<file path="src/hw/rtl/session_lockout_idle_guard_macros.svh">
// Assertion helpers shared by the RTL of the session guard.
`ifndef SESSION_LOCKOUT_IDLE_GUARD_MACROS_SVH
`define SESSION_LOCKOUT_IDLE_GUARD_MACROS_SVH

// The consequent must hold in the same cycle as the antecedent.
`define SLIG_ASSERT_SAME(name, clk, rst_n, ante, cons, msg) \
  name: assert property (@(posedge clk) disable iff (!rst_n) (ante) |-> (cons)) \
    else $error(msg);

// The consequent must hold in the cycle after the antecedent.
`define SLIG_ASSERT_NEXT(name, clk, rst_n, ante, cons, msg) \
  name: assert property (@(posedge clk) disable iff (!rst_n) (ante) |=> (cons)) \
    else $error(msg);

`endif

</file>
<file path="src/hw/rtl/slig_pkg.sv">
`timescale 1ns / 1ps
`default_nettype none

package slig_pkg;

  localparam int unsigned OP_W       = 3;
  localparam int unsigned REM_W      = 22;
  localparam int unsigned TALLY_W    = 8;
  localparam int unsigned LOCK_W     = 32;
  localparam int unsigned CFG_DATA_W = 32;
  localparam int unsigned CFG_IDX_W  = 2;

  localparam logic [TALLY_W-1:0] TALLY_MAX = '1;

  // Register indexes of the configuration port.
  localparam logic [CFG_IDX_W-1:0] CFG_MAX_FAILURES = 2'd0;
  localparam logic [CFG_IDX_W-1:0] CFG_LOCKOUT_LEN  = 2'd1;
  localparam logic [CFG_IDX_W-1:0] CFG_IDLE_LIMIT   = 2'd2;

  // Register values after reset.
  localparam logic [TALLY_W-1:0] MAX_FAILURES_RST = 8'd5;
  localparam logic [LOCK_W-1:0]  LOCKOUT_LEN_RST  = 32'd300000;
  localparam logic [REM_W-1:0]   IDLE_LIMIT_RST   = 22'd300000;

  typedef enum logic [OP_W-1:0] {
    OP_LOGIN_CHECK  = 3'd0,
    OP_LOGIN_RESULT = 3'd1,
    OP_CREATE       = 3'd2,
    OP_VALIDATE     = 3'd3,
    OP_IDLE_CHECK   = 3'd4,
    OP_REMAINING    = 3'd5,
    OP_DESTROY      = 3'd6,
    OP_CLEAR_ALL    = 3'd7
  } op_e;

endpackage

`default_nettype wire

</file>
<file path="src/hw/rtl/slig_in_if.sv">
`timescale 1ns / 1ps
`default_nettype none

interface slig_in_if
  import slig_pkg::*;
#(
  parameter int unsigned TIME_BITS  = 48,
  parameter int unsigned TOKEN_BITS = 64
) ();

  logic                  valid;
  logic                  ready;
  logic [OP_W-1:0]       op;
  logic [TIME_BITS-1:0]  now_ms;
  logic                  success;
  logic [TOKEN_BITS-1:0] new_token;
  logic [TOKEN_BITS-1:0] token_value;
  logic                  token_present;

  modport source (
    output valid, op, now_ms, success, new_token, token_value, token_present,
    input  ready
  );

  modport sink (
    input  valid, op, now_ms, success, new_token, token_value, token_present,
    output ready
  );

endinterface

`default_nettype wire

</file>
<file path="src/hw/rtl/slig_out_if.sv">
`timescale 1ns / 1ps
`default_nettype none

interface slig_out_if
  import slig_pkg::*;
();

  logic             valid;
  logic             ready;
  logic             ok;
  logic             expired;
  logic [REM_W-1:0] remaining_ms;

  modport source (
    output valid, ok, expired, remaining_ms,
    input  ready
  );

  modport sink (
    input  valid, ok, expired, remaining_ms,
    output ready
  );

endinterface

`default_nettype wire

</file>
<file path="src/hw/rtl/session_lockout_idle_guard.sv">
// Session lockout and idle guard. Each input transfer carries an op code and the current
// time in milliseconds and produces exactly one result transfer. The block counts failed
// logins (saturating at 255); once the count reaches max_failures, login checks are
// refused until now_ms reaches the lockout end, after which the count is cleared. One
// session token and its last-seen time are kept; the session expires when the elapsed
// time, taken modulo 2^TIME_BITS, is strictly greater than the idle limit, and the
// result then carries the expired flag so that keys can be wiped. The block takes one
// transfer per clock cycle while the receiver keeps taking results. A result passes
// through the input register and then through the result register. The state
// update (tally, lockout end, session token and time) is a loop closed around the
// result stage, which is what lets the rate reach one item per cycle. Configuration
// writes (index 0 max_failures, 1 lockout_length_ms, 2 idle_limit_ms) take effect on
// the next edge; the idle limit is clamped to [IDLE_MIN_MS, IDLE_MAX_MS] as it is written.
`timescale 1ns / 1ps
`default_nettype none

`include "session_lockout_idle_guard_macros.svh"

module session_lockout_idle_guard
  import slig_pkg::*;
#(
  parameter int unsigned TOKEN_BITS  = 64,
  parameter int unsigned TIME_BITS   = 48,
  parameter int unsigned IDLE_MIN_MS = 10000,
  parameter int unsigned IDLE_MAX_MS = 3600000
) (
  input  wire logic                  clk_i,
  input  wire logic                  rst_ni,
  input  wire logic                  cfg_we_i,
  input  wire logic [CFG_IDX_W-1:0]  cfg_idx_i,
  input  wire logic [CFG_DATA_W-1:0] cfg_data_i,
  slig_in_if.sink                    in_i,
  slig_out_if.source                 out_o
);

  // Configuration registers.
  logic [TALLY_W-1:0] max_failures_q, max_failures_d;
  logic [LOCK_W-1:0]  lockout_len_q, lockout_len_d;
  logic [REM_W-1:0]   idle_limit_q, idle_limit_d;
  logic [REM_W-1:0]   idle_wr_val;

  // Guard state.
  logic                  session_active_q, session_active_d;
  logic [TOKEN_BITS-1:0] session_token_q, session_token_d;
  logic [TIME_BITS-1:0]  last_seen_q, last_seen_d;
  logic [TALLY_W-1:0]    fail_tally_q, fail_tally_d;
  logic [TIME_BITS-1:0]  lockout_end_q, lockout_end_d;

  // Input register.
  logic                  s1_valid_q;
  op_e                   s1_op_q;
  logic [TIME_BITS-1:0]  s1_now_q;
  logic                  s1_success_q;
  logic [TOKEN_BITS-1:0] s1_new_tok_q;
  logic [TOKEN_BITS-1:0] s1_tok_q;
  logic                  s1_present_q;

  // Result register.
  logic             out_valid_q;
  logic             ok_q, ok_d;
  logic             expired_q, expired_d;
  logic [REM_W-1:0] remaining_q, remaining_d;

  logic                 advance;
  logic                 fire;
  logic                 in_accept;
  logic [TIME_BITS-1:0] elapsed;
  logic [TIME_BITS-1:0] idle_limit_ext;
  logic                 idle_over;
  logic [TALLY_W-1:0]   tally_inc;

  // The result register is free when it is empty or its content is being taken; the
  // input register moves forward whenever the result register is free.
  assign advance   = !out_valid_q || out_o.ready;
  assign fire      = s1_valid_q && advance;
  assign in_i.ready = !s1_valid_q || advance;
  assign in_accept = in_i.valid && in_i.ready;

  assign out_o.valid        = out_valid_q;
  assign out_o.ok           = ok_q;
  assign out_o.expired      = expired_q;
  assign out_o.remaining_ms = remaining_q;

  // Clamp the idle limit as it is written. The comparison runs in 32 bits so that an
  // upper bound beyond the register width simply never clips.
  always_comb begin
    idle_wr_val = cfg_data_i[REM_W-1:0];
    if (32'(idle_wr_val) < IDLE_MIN_MS) begin
      idle_wr_val = REM_W'(IDLE_MIN_MS);
    end
    if (32'(idle_wr_val) > IDLE_MAX_MS) begin
      idle_wr_val = REM_W'(IDLE_MAX_MS);
    end
  end

  always_comb begin
    max_failures_d = max_failures_q;
    lockout_len_d  = lockout_len_q;
    idle_limit_d   = idle_limit_q;
    if (cfg_we_i) begin
      case (cfg_idx_i)
        CFG_MAX_FAILURES: max_failures_d = cfg_data_i[TALLY_W-1:0];
        CFG_LOCKOUT_LEN:  lockout_len_d  = cfg_data_i[LOCK_W-1:0];
        CFG_IDLE_LIMIT:   idle_limit_d   = idle_wr_val;
        default: ;
      endcase
    end
  end

  // Elapsed time wraps naturally at the time width.
  assign elapsed        = s1_now_q - last_seen_q;
  assign idle_limit_ext = TIME_BITS'(idle_limit_q);
  assign idle_over      = elapsed > idle_limit_ext;
  assign tally_inc      = (fail_tally_q == TALLY_MAX) ? fail_tally_q
                                                      : fail_tally_q + TALLY_W'(1);

  // One item's whole effect on the state and on its result.
  always_comb begin
    session_active_d = session_active_q;
    session_token_d  = session_token_q;
    last_seen_d      = last_seen_q;
    fail_tally_d     = fail_tally_q;
    lockout_end_d    = lockout_end_q;
    ok_d             = 1'b0;
    expired_d        = 1'b0;
    remaining_d      = '0;

    case (s1_op_q)
      OP_LOGIN_CHECK: begin
        // A login is refused only while the tally is at the limit and the lockout runs.
        if ((fail_tally_q >= max_failures_q) && (s1_now_q < lockout_end_q)) begin
          ok_d = 1'b0;
        end else begin
          if (fail_tally_q >= max_failures_q) begin
            fail_tally_d = '0;
          end
          ok_d = 1'b1;
        end
      end
      OP_LOGIN_RESULT: begin
        if (s1_success_q) begin
          fail_tally_d  = '0;
          lockout_end_d = '0;
        end else begin
          fail_tally_d = tally_inc;
          // A further failure during a lockout restarts it from now.
          if (tally_inc >= max_failures_q) begin
            lockout_end_d = s1_now_q + TIME_BITS'(lockout_len_q);
          end
        end
      end
      OP_CREATE: begin
        session_token_d  = s1_new_tok_q;
        session_active_d = 1'b1;
        last_seen_d      = s1_now_q;
      end
      OP_VALIDATE: begin
        // No session or no token: refuse without looking at the idle time.
        if (session_active_q && s1_present_q) begin
          if (idle_over) begin
            session_active_d = 1'b0;
            session_token_d  = '0;
            expired_d        = 1'b1;
          end else if (s1_tok_q == session_token_q) begin
            last_seen_d = s1_now_q;
            ok_d        = 1'b1;
          end
        end
      end
      OP_IDLE_CHECK: begin
        if (session_active_q && idle_over) begin
          session_active_d = 1'b0;
          session_token_d  = '0;
          ok_d             = 1'b1;
          expired_d        = 1'b1;
        end
      end
      OP_REMAINING: begin
        // Elapsed is below the limit here, so its low bits carry the whole value.
        if (session_active_q && (elapsed < idle_limit_ext)) begin
          remaining_d = idle_limit_q - elapsed[REM_W-1:0];
        end
      end
      OP_DESTROY: begin
        session_active_d = 1'b0;
        session_token_d  = '0;
      end
      OP_CLEAR_ALL: begin
        session_active_d = 1'b0;
        session_token_d  = '0;
        last_seen_d      = '0;
        fail_tally_d     = '0;
        lockout_end_d    = '0;
      end
      default: ;
    endcase
  end

  // Control, configuration and guard state.
  always_ff @(posedge clk_i or negedge rst_ni) begin
    if (!rst_ni) begin
      max_failures_q   <= MAX_FAILURES_RST;
      lockout_len_q    <= LOCKOUT_LEN_RST;
      idle_limit_q     <= IDLE_LIMIT_RST;
      session_active_q <= 1'b0;
      session_token_q  <= '0;
      last_seen_q      <= '0;
      fail_tally_q     <= '0;
      lockout_end_q    <= '0;
      s1_valid_q       <= 1'b0;
      out_valid_q      <= 1'b0;
    end else begin
      max_failures_q <= max_failures_d;
      lockout_len_q  <= lockout_len_d;
      idle_limit_q   <= idle_limit_d;
      if (fire) begin
        session_active_q <= session_active_d;
        session_token_q  <= session_token_d;
        last_seen_q      <= last_seen_d;
        fail_tally_q     <= fail_tally_d;
        lockout_end_q    <= lockout_end_d;
      end
      if (in_accept) begin
        s1_valid_q <= 1'b1;
      end else if (advance) begin
        s1_valid_q <= 1'b0;
      end
      if (advance) begin
        out_valid_q <= s1_valid_q;
      end
    end
  end

  // Payload registers.
  always_ff @(posedge clk_i) begin
    if (in_accept) begin
      s1_op_q      <= op_e'(in_i.op);
      s1_now_q     <= in_i.now_ms;
      s1_success_q <= in_i.success;
      s1_new_tok_q <= in_i.new_token;
      s1_tok_q     <= in_i.token_value;
      s1_present_q <= in_i.token_present;
    end
    if (fire) begin
      ok_q        <= ok_d;
      expired_q   <= expired_d;
      remaining_q <= remaining_d;
    end
  end

  `SLIG_ASSERT_SAME(a_idle_limit_low, clk_i, rst_ni, 1'b1,
                    32'(idle_limit_q) >= IDLE_MIN_MS, "idle limit below its lower bound")
  `SLIG_ASSERT_SAME(a_token_cleared, clk_i, rst_ni, !session_active_q,
                    session_token_q == '0, "token kept by an inactive session")
  `SLIG_ASSERT_NEXT(a_expiry_wipes, clk_i, rst_ni, fire && expired_d,
                    !session_active_q, "session still active after idle expiry")
  `SLIG_ASSERT_SAME(a_remaining_alone, clk_i, rst_ni,
                    out_valid_q && (remaining_q != '0), !ok_q && !expired_q,
                    "remaining time reported together with another flag")
  `SLIG_ASSERT_SAME(a_empty_takes, clk_i, rst_ni, !s1_valid_q, in_i.ready,
                    "empty input register refuses a transfer")

endmodule

`default_nettype wire

</file>
<file path="src/flat_wrapper.sv">
// flat-port wrapper written by rule: the top's interface ports become plain ports
module session_lockout_idle_guard_flat import slig_pkg::*;
#(
  parameter int unsigned TOKEN_BITS  = 64,
  parameter int unsigned TIME_BITS   = 48,
  parameter int unsigned IDLE_MIN_MS = 10000,
  parameter int unsigned IDLE_MAX_MS = 3600000
)
  (clk_i, rst_ni, cfg_we_i, cfg_idx_i, cfg_data_i, in_i_valid, in_i_op, in_i_now_ms, in_i_success, in_i_new_token, in_i_token_value, in_i_token_present, in_i_ready, out_o_valid, out_o_ok, out_o_expired, out_o_remaining_ms, out_o_ready);
  slig_in_if #(.TIME_BITS(TIME_BITS), .TOKEN_BITS(TOKEN_BITS)) in_i_i ();
  slig_out_if out_o_i ();
  input  wire logic clk_i;
  input  wire logic rst_ni;
  input  wire logic cfg_we_i;
  input  wire logic [CFG_IDX_W-1:0] cfg_idx_i;
  input  wire logic [CFG_DATA_W-1:0] cfg_data_i;
  input wire logic [$bits(in_i_i.valid)-1:0] in_i_valid;
  input wire logic [$bits(in_i_i.op)-1:0] in_i_op;
  input wire logic [$bits(in_i_i.now_ms)-1:0] in_i_now_ms;
  input wire logic [$bits(in_i_i.success)-1:0] in_i_success;
  input wire logic [$bits(in_i_i.new_token)-1:0] in_i_new_token;
  input wire logic [$bits(in_i_i.token_value)-1:0] in_i_token_value;
  input wire logic [$bits(in_i_i.token_present)-1:0] in_i_token_present;
  output wire logic [$bits(in_i_i.ready)-1:0] in_i_ready;
  output wire logic [$bits(out_o_i.valid)-1:0] out_o_valid;
  output wire logic [$bits(out_o_i.ok)-1:0] out_o_ok;
  output wire logic [$bits(out_o_i.expired)-1:0] out_o_expired;
  output wire logic [$bits(out_o_i.remaining_ms)-1:0] out_o_remaining_ms;
  input wire logic [$bits(out_o_i.ready)-1:0] out_o_ready;
  assign in_i_i.valid = in_i_valid;
  assign in_i_i.op = in_i_op;
  assign in_i_i.now_ms = in_i_now_ms;
  assign in_i_i.success = in_i_success;
  assign in_i_i.new_token = in_i_new_token;
  assign in_i_i.token_value = in_i_token_value;
  assign in_i_i.token_present = in_i_token_present;
  assign in_i_ready = in_i_i.ready;
  assign out_o_valid = out_o_i.valid;
  assign out_o_ok = out_o_i.ok;
  assign out_o_expired = out_o_i.expired;
  assign out_o_remaining_ms = out_o_i.remaining_ms;
  assign out_o_i.ready = out_o_ready;
  session_lockout_idle_guard #(.TOKEN_BITS(TOKEN_BITS), .TIME_BITS(TIME_BITS), .IDLE_MIN_MS(IDLE_MIN_MS), .IDLE_MAX_MS(IDLE_MAX_MS)) u_core (.clk_i(clk_i), .rst_ni(rst_ni), .cfg_we_i(cfg_we_i), .cfg_idx_i(cfg_idx_i), .cfg_data_i(cfg_data_i), .in_i(in_i_i), .out_o(out_o_i));
endmodule
</file>
<file path="config.mk">
export PLATFORM = sky130hd
export DESIGN_NAME = session_lockout_idle_guard_flat
export DESIGN_NICKNAME = d
export VERILOG_FILES = /design/src/hw/rtl/slig_pkg.sv /design/src/hw/rtl/slig_in_if.sv /design/src/hw/rtl/slig_out_if.sv /design/src/hw/rtl/session_lockout_idle_guard.sv /design/src/flat_wrapper.sv
export VERILOG_INCLUDE_DIRS = /design/src /design/src/hw/rtl
export SDC_FILE = /design/constraint.sdc
export NUM_CORES = 1
export LEC_CHECK = 0
export BUFFER_PORTS_ARGS = -buffer_cell sky130_fd_sc_hd__buf_2
export CORE_MARGIN = 2
export CORE_UTILIZATION = 25
export DETAILED_ROUTE_END_ITERATION = 6
export GPL_ROUTABILITY_DRIVEN = 0
export PLACE_DENSITY = 0.44
export SLEW_MARGIN = 20
export SYNTH_ARGS = -nofsm -noshare
export SYNTH_HDL_FRONTEND = slang
export SYNTH_SLANG_ARGS = --single-unit
</file>
<file path="constraint.sdc">
create_clock -name clk_i -period 4.9 [get_ports clk_i]
set_clock_uncertainty 0.05 [all_clocks]
set_input_delay 0.245 -clock clk_i [delete_from_list [all_inputs] [get_ports clk_i]]
set_output_delay 0.245 -clock clk_i [all_outputs]
set_load 0.02 [all_outputs]
</file>
## Word level (Yosys, flattened, before mapping)

Cells that the tools add are included.

- Add/subtract/negate cells: 4
- Order comparisons: 7
- Equality and inequality tests: 19
- Multiplexer cells: 33
- Reduce and logical (&&, ||, !) cells: 26

Operator list:

| operator | count |
|---|---|
| 64-bit one-hot mux with 4 select lines | 1 |
| 48-bit two-way mux | 5 |
| 64-bit two-way mux | 3 |
| 48-bit one-hot mux with 3 select lines | 1 |
| 48-bit one-hot mux with 2 select lines | 1 |
| 64-bit equality test | 1 |
| 48-bit by 32-bit adder with 48-bit output | 1 |
| 48-bit by 22-bit greater-than comparator with 1-bit output | 1 |
| 48-bit by 22-bit < comparator with 1-bit output | 1 |
| 48-bit < comparator | 1 |
| 48-bit subtractor | 1 |
| 22-bit two-way mux | 2 |
| 8-bit two-way mux | 4 |
| 8-bit one-hot mux with 3 select lines | 1 |
| 22-bit greater-than comparator, second input constant | 1 |
| 22-bit by 14-bit < comparator with 1-bit output, second input constant | 1 |
| 22-bit subtractor | 1 |
| 8-bit greater-or-equal comparator | 2 |
| 3-bit equality test, second input constant | 4 |
| 1-bit two-way mux | 12 |
| 2-bit by 1-bit inequality test with 1-bit output, second input constant | 5 |
| 5-bit AND reduction | 2 |
| 8-bit by 1-bit adder with 8-bit output, second input constant | 1 |
| 8-bit equality test, second input constant | 1 |
| other kinds (21) | 35 |

- Bits in registers: 438
- Bits of input ports: 220
- Output and inout bits: 26
- Logic and storage cells: 108

## Logic depth before layout (Yosys ltp)

- Depth after elaboration: 6
- Depth in mapped cells: 27
- Depth with buffers taken out: 24

## Worst setup path after synthesis

OpenSTA, ideal clock, no wires.

- Path kind: reg2reg
- From: register u_core.out_valid_q, in the netlist u_core.out_o.valid
- To: register u_core.s1_new_tok_q[0] (enable)
- Setup time: 0.562 ns
- Arrival time: 4.910 ns
- Required time: 4.288 ns
- Slack: -0.622 ns
- Cell stages (with the launch flop): 3
- Buffers on the path: 0
- Period minus slack after synthesis: 5.522 ns
- Cells stage by stage: dfrtp_1 -> nand3b_1 -> and2_1

- Longest elaborated chain between the ends: 4

RTL lines:

| what | line | source |
|---|---|---|
| start: declaration | session_lockout_idle_guard.sv:59 | `logic out_valid_q;` |
| start signal: assignment | session_lockout_idle_guard.sv:229 | `out_valid_q <= s1_valid_q;` |
| 1-bit zero test | session_lockout_idle_guard.sv:74 | `assign advance = !out_valid_q \|\| out_o.ready;` |
| 1-bit logical OR | session_lockout_idle_guard.sv:74 |  |
| 1-bit logical OR | session_lockout_idle_guard.sv:76 | `assign in_i.ready = !s1_valid_q \|\| advance;` |
| net in_i_ready | flat_wrapper.sv:24 | `output wire logic [$bits(in_i_i.ready)-1:0] in_i_ready;` |
| 1-bit logical AND | session_lockout_idle_guard.sv:77 | `assign in_accept = in_i.valid && in_i.ready;` |
| net u_core.in_accept | session_lockout_idle_guard.sv:66 | `logic in_accept;` |
| end signal: assignment | session_lockout_idle_guard.sv:240 | `s1_new_tok_q <= in_i.new_token;` |
| end: declaration | session_lockout_idle_guard.sv:54 | `logic [TOKEN_BITS-1:0] s1_new_tok_q;` |

The timed path passes the listed nets, and every way through them passes these cells.
A chain may end at the register's enable or synchronous reset.

## Worst setup path in the final report

- From: register u_core.s1_now_q[9]
- To: register u_core.last_seen_q[1]

- Longest elaborated chain between the ends: 4

RTL lines:

| what | line | source |
|---|---|---|
| start: declaration | session_lockout_idle_guard.sv:52 | `logic [TIME_BITS-1:0] s1_now_q;` |
| start signal: assignment | session_lockout_idle_guard.sv:238 | `s1_now_q <= in_i.now_ms;` |
| 48-bit subtractor | session_lockout_idle_guard.sv:111 | `assign elapsed = s1_now_q - last_seen_q;` |
| 48-bit by 22-bit greater-than comparator with 1-bit output | session_lockout_idle_guard.sv:113 | `assign idle_over = elapsed > idle_limit_ext;` |
| 2-bit inequality test (no source line) | n/a |  |
| 5-bit AND reduction (no source line) | n/a |  |
| end signal: assignment | session_lockout_idle_guard.sv:219 | `last_seen_q <= last_seen_d;` |
| end: declaration | session_lockout_idle_guard.sv:45 | `logic [TIME_BITS-1:0] last_seen_q, last_seen_d;` |

No other way between the ends.

==> flow_summary.toml <==
[grt]
grt_overflow = 0
antenna_found_initial = 10
grt_pass1_vias = 21244
grt_pass1_wl_um = 122400
grtUsageTotal = 0.1520
grt_max_degree = 96

[setup_path]
cp-end-kind = "register"
worstSetupPathType = "reg -> reg"
crit_end = "u_core.last_seen_q[1]$_DFFE_PN0P_"
rr_worst_depth = 22
cp-startpoint = "u_core.s1_now_q[9]$_DFFE_PP_"
arrival_ns = 5.53
worstReg2RegStart = "u_core.s1_now_q[9]$_DFFE_PP_"
critPathLaunchType = "register"
rr_endpoint = "u_core.last_seen_q[1]$_DFFE_PN0P_"
cp.required_ns = 5.37
critPathMaxFanout = 7
reg2reg_slack_ns = -0.16

[floorplanning]
ios = 246
die_width_um = 318.8
die_height_um = 318.8
rows = 115
start_util = 0.2521
core_area_um2 = 98280
die-area_um2 = 101600

[clock_network]
path_clk_slew_ns = 0.06
cts_buffers = 55
cts_tree = "built"
clk_path_buf_depth = 3
cts_root_buffer = "clkbuf_16"
cts.sinks = 438
worstSkewPairLatency_ns = 0.67
cts.htree.levels = 2

[power_and_ir_drop]
p_clk_frac = 0.258
pwr_density_cell_nw_per_um2 = 491.8
p_total_mw = 16.30
p_leak_nw = 14.45
combPwrFrac = 0.445
peakVddDrop_mv = 0.2738
p_switching_mw = 6.103
switching_share = 0.3745
p_int_mw = 10.19
seqPwrFrac = 0.297

[timing]
period_needed_ns = 5.055
max_freq_mhz = 197.8
tns_ns = -5.125
rsz0062_at_grt = "yes"
tightest_slew_ns = 1.046
finalHoldViolCount = 0
setup_violations = 50
worst_slack_ns = -0.1552
slew_violations = 0
timing.final.crit_share = 1.032
slew_headroom = 0.2994

[final_layout]
drive_gt1_frac = 0.1991
syn_to_final_growth_pct = 33.76
nFillCells = 9931
final_cells = 4330
nets = 3400
final_core_util = 0.3372

[outcome]
status = "complete, but fails checks"
violations = "setup timing"

[logic_synthesis]
async_flop_share = 0.5320
synthFlopType = "dfrtp_1"
yosys_warnings = 0
syn_nets = 2809
ys_ff_latch = 438
synth_cell_type_count = 85
yosysSeqAreaShare = 0.4848
synth_area_um2 = 24770
synth-edff-count = 205
syn_avg_cell_area_um2 = 10.32
synthCells = 2400

[routing]
via_count = 20494
vias_per_cell = 4.733
routed_wl_um = 79150
drc_errors = 0
detail_route.wl_per_cell_um = 18.28
firstDrtPassIters = 6
drt_iter0_markers = 1234
postRouteAntennaNets = 0

[run]
cap_violations = 0

[placement]
dpl.cell_count = 3962
dpl.hpwl_um = 57220
io_buffers = 245

[worst_hold_path]
holdCritPathClass = "in -> reg"
cells by family after synthesis:
group / synth area share
and+or+nand+nor: 0.1317
AOI/OAI and AO/OA: 0.1717
DFF: 0.4848
buffers and inverters: 0.04788
adders and majority gates: 0.09637
xor gates and xnor gates: 0.04985
muxes: 0.01773
metrics by stage:
stage	cell area, um^2	setup WS [ns]	hold WS [ns]
after global placement	28270	-0.2214	0.2385
after global routing	33140	-0.3954	0.04828
final	33140	-0.1552	0.04593
after CTS	32800	-0.3408	0.0001983
after floorplan	24790	0.03695	-0.1006
after detailed placement	28270	-0.3302	0.2417
synth_stat cells, types with 35 or more instances:
| cell | count | area share |
|---|---|---|
| clkbuf_1 | 62 | 0.0094 |
| xnor2_1 | 82 | 0.029 |
| edfxtp_1 | 205 | 0.25 |
| a21oi_1 | 136 | 0.027 |
| nor4_1 | 74 | 0.019 |
| a22o_1 | 55 | 0.019 |
| nand4_1 | 42 | 0.011 |
| a21o_1 | 92 | 0.028 |
| inv_1 | 206 | 0.031 |
| nor2_1 | 117 | 0.018 |
| xor2_1 | 59 | 0.021 |
| mux2_2 | 35 | 0.016 |
| nand2_1 | 237 | 0.036 |
| o21ai_0 | 121 | 0.024 |
| ha_1 | 186 | 0.094 |
| dfrtp_1 | 215 | 0.22 |
| nand3_1 | 48 | 0.0097 |
| a221o_1 | 50 | 0.020 |
timing repair:
item / 4_1_cts / 5_1_grt
hold endpoints to repair: 321 / 0
gates resized for setup: 22 / 68
hold buffers: 223 / 0
pin swaps: 22 / 20
setup endpoints to repair: 119 / 136
gates cloned: 8 / 5
setup buffers: 11 / 14
flip-flops by register name (all words and copies together), names as in the netlist, 22 cells and up:
name / cells
u_core.s1_new_tok_q: 64
u_core.out_o.remaining_ms: 22
u_core.lockout_end_q: 48
u_core.session_token_q: 64
u_core.last_seen_q: 48
u_core.s1_now_q: 48
u_core.s1_tok_q: 64
u_core.lockout_len_q: 32
u_core.idle_limit_q: 22
cells in the final DEF (no fill, tap or decap), types with 35 or more instances in the layout:
cell type / count
edfxtp_1: 205
a21oi_1: 131
xor2_1: 59
a221o_1: 50
dlygate4sd3_1: 223
a21o_1: 91
buf_2: 244
ha_1: 184
nand2_1: 228
mux2_2: 35
inv_1: 204
nor4_1: 70
a22o_1: 55
nand4_1: 42
nor2_1: 116
nand3_1: 47
dfrtp_1: 215
o21ai_0: 92
buf_4: 126
clkbuf_16: 59
xnor2_1: 79
o21ai_1: 55
layer usage:
metal	vias to the layer above	track usage	share of wire
met5	-	0	0.00095
met4	10	0.04392	0.025
met3	126	0.02286	0.038
met2	463	0.2677	0.50
met1	9939	0.1917	0.44
li1	9956	-	-
cell type report:
type | instances | area (um^2) | share of cell area
Tap cell | 1287 | 1610 | 0.04860
Inverter | 207 | 777.0 | 0.02345
Timing Repair Buffer | 624 | 5022 | 0.1516
Sequential cell | 438 | 12010 | 0.3624
Multi-Input combinational cell | 1665 | 11800 | 0.3561
Clock inverter | 26 | 324.1 | 0.009779
Clock buffer | 78 | 1583 | 0.04776
Antenna cell | 5 | 12.51 | 0.0003776
worst max-delay path, cell delays in order, from the launching register on:
cell and delay (ns):
edfxtp_1 0.41, ha_1 0.40, and4_1 0.24, o211ai_1 0.10, a21o_1 0.18, a21oi_1 0.20
nor2_1 0.10, xnor2_1 0.27, buf_4 0.17, ha_1 0.23, a21o_1 0.17, a21o_1 0.18
a21o_1 0.15, a21o_1 0.17, a21o_1 0.15, o31a_1 0.31, or4_1 0.44, nor4_2 0.15
and2_4 0.23, buf_6 0.13, clkbuf_16 0.15, nor4_1 0.05, a221o_1 0.30
worst min-delay path by stage:
stage / startpoint / end / slack, ns / cells past startpoint
floorplan: rst_ni / u_core.fail_tally_q[0]$_DFFE_PN0P_ / -0.10 / 0
global placement: rst_ni / u_core.session_token_q[54]$_DFFE_PN0P_ / 0.24 / 1
detailed placement: rst_ni / u_core.session_token_q[54]$_DFFE_PN0P_ / 0.24 / 1
CTS: cfg_idx_i[1] / u_core.max_failures_q[7]$_DFFE_PN0P_ / 0.0002 / 3
global route: cfg_idx_i[1] / u_core.max_failures_q[1]$_DFFE_PN0P_ / 0.05 / 3
finish: cfg_idx_i[1] / u_core.max_failures_q[7]$_DFFE_PN0P_ / 0.05 / 3
power groups by stage:
stage	Combinational [mW]	Clock [mW]	Sequential [mW]
after floorplan	4.60	0	4.80
after global placement	6.70	0	4.89
after detailed placement	6.76	0	4.89
after CTS	7.05	4.36	4.83
after global routing	8.05	4.51	4.90
final	7.25	4.21	4.83
No activity file was read; power rests on OpenSTA's default activity.
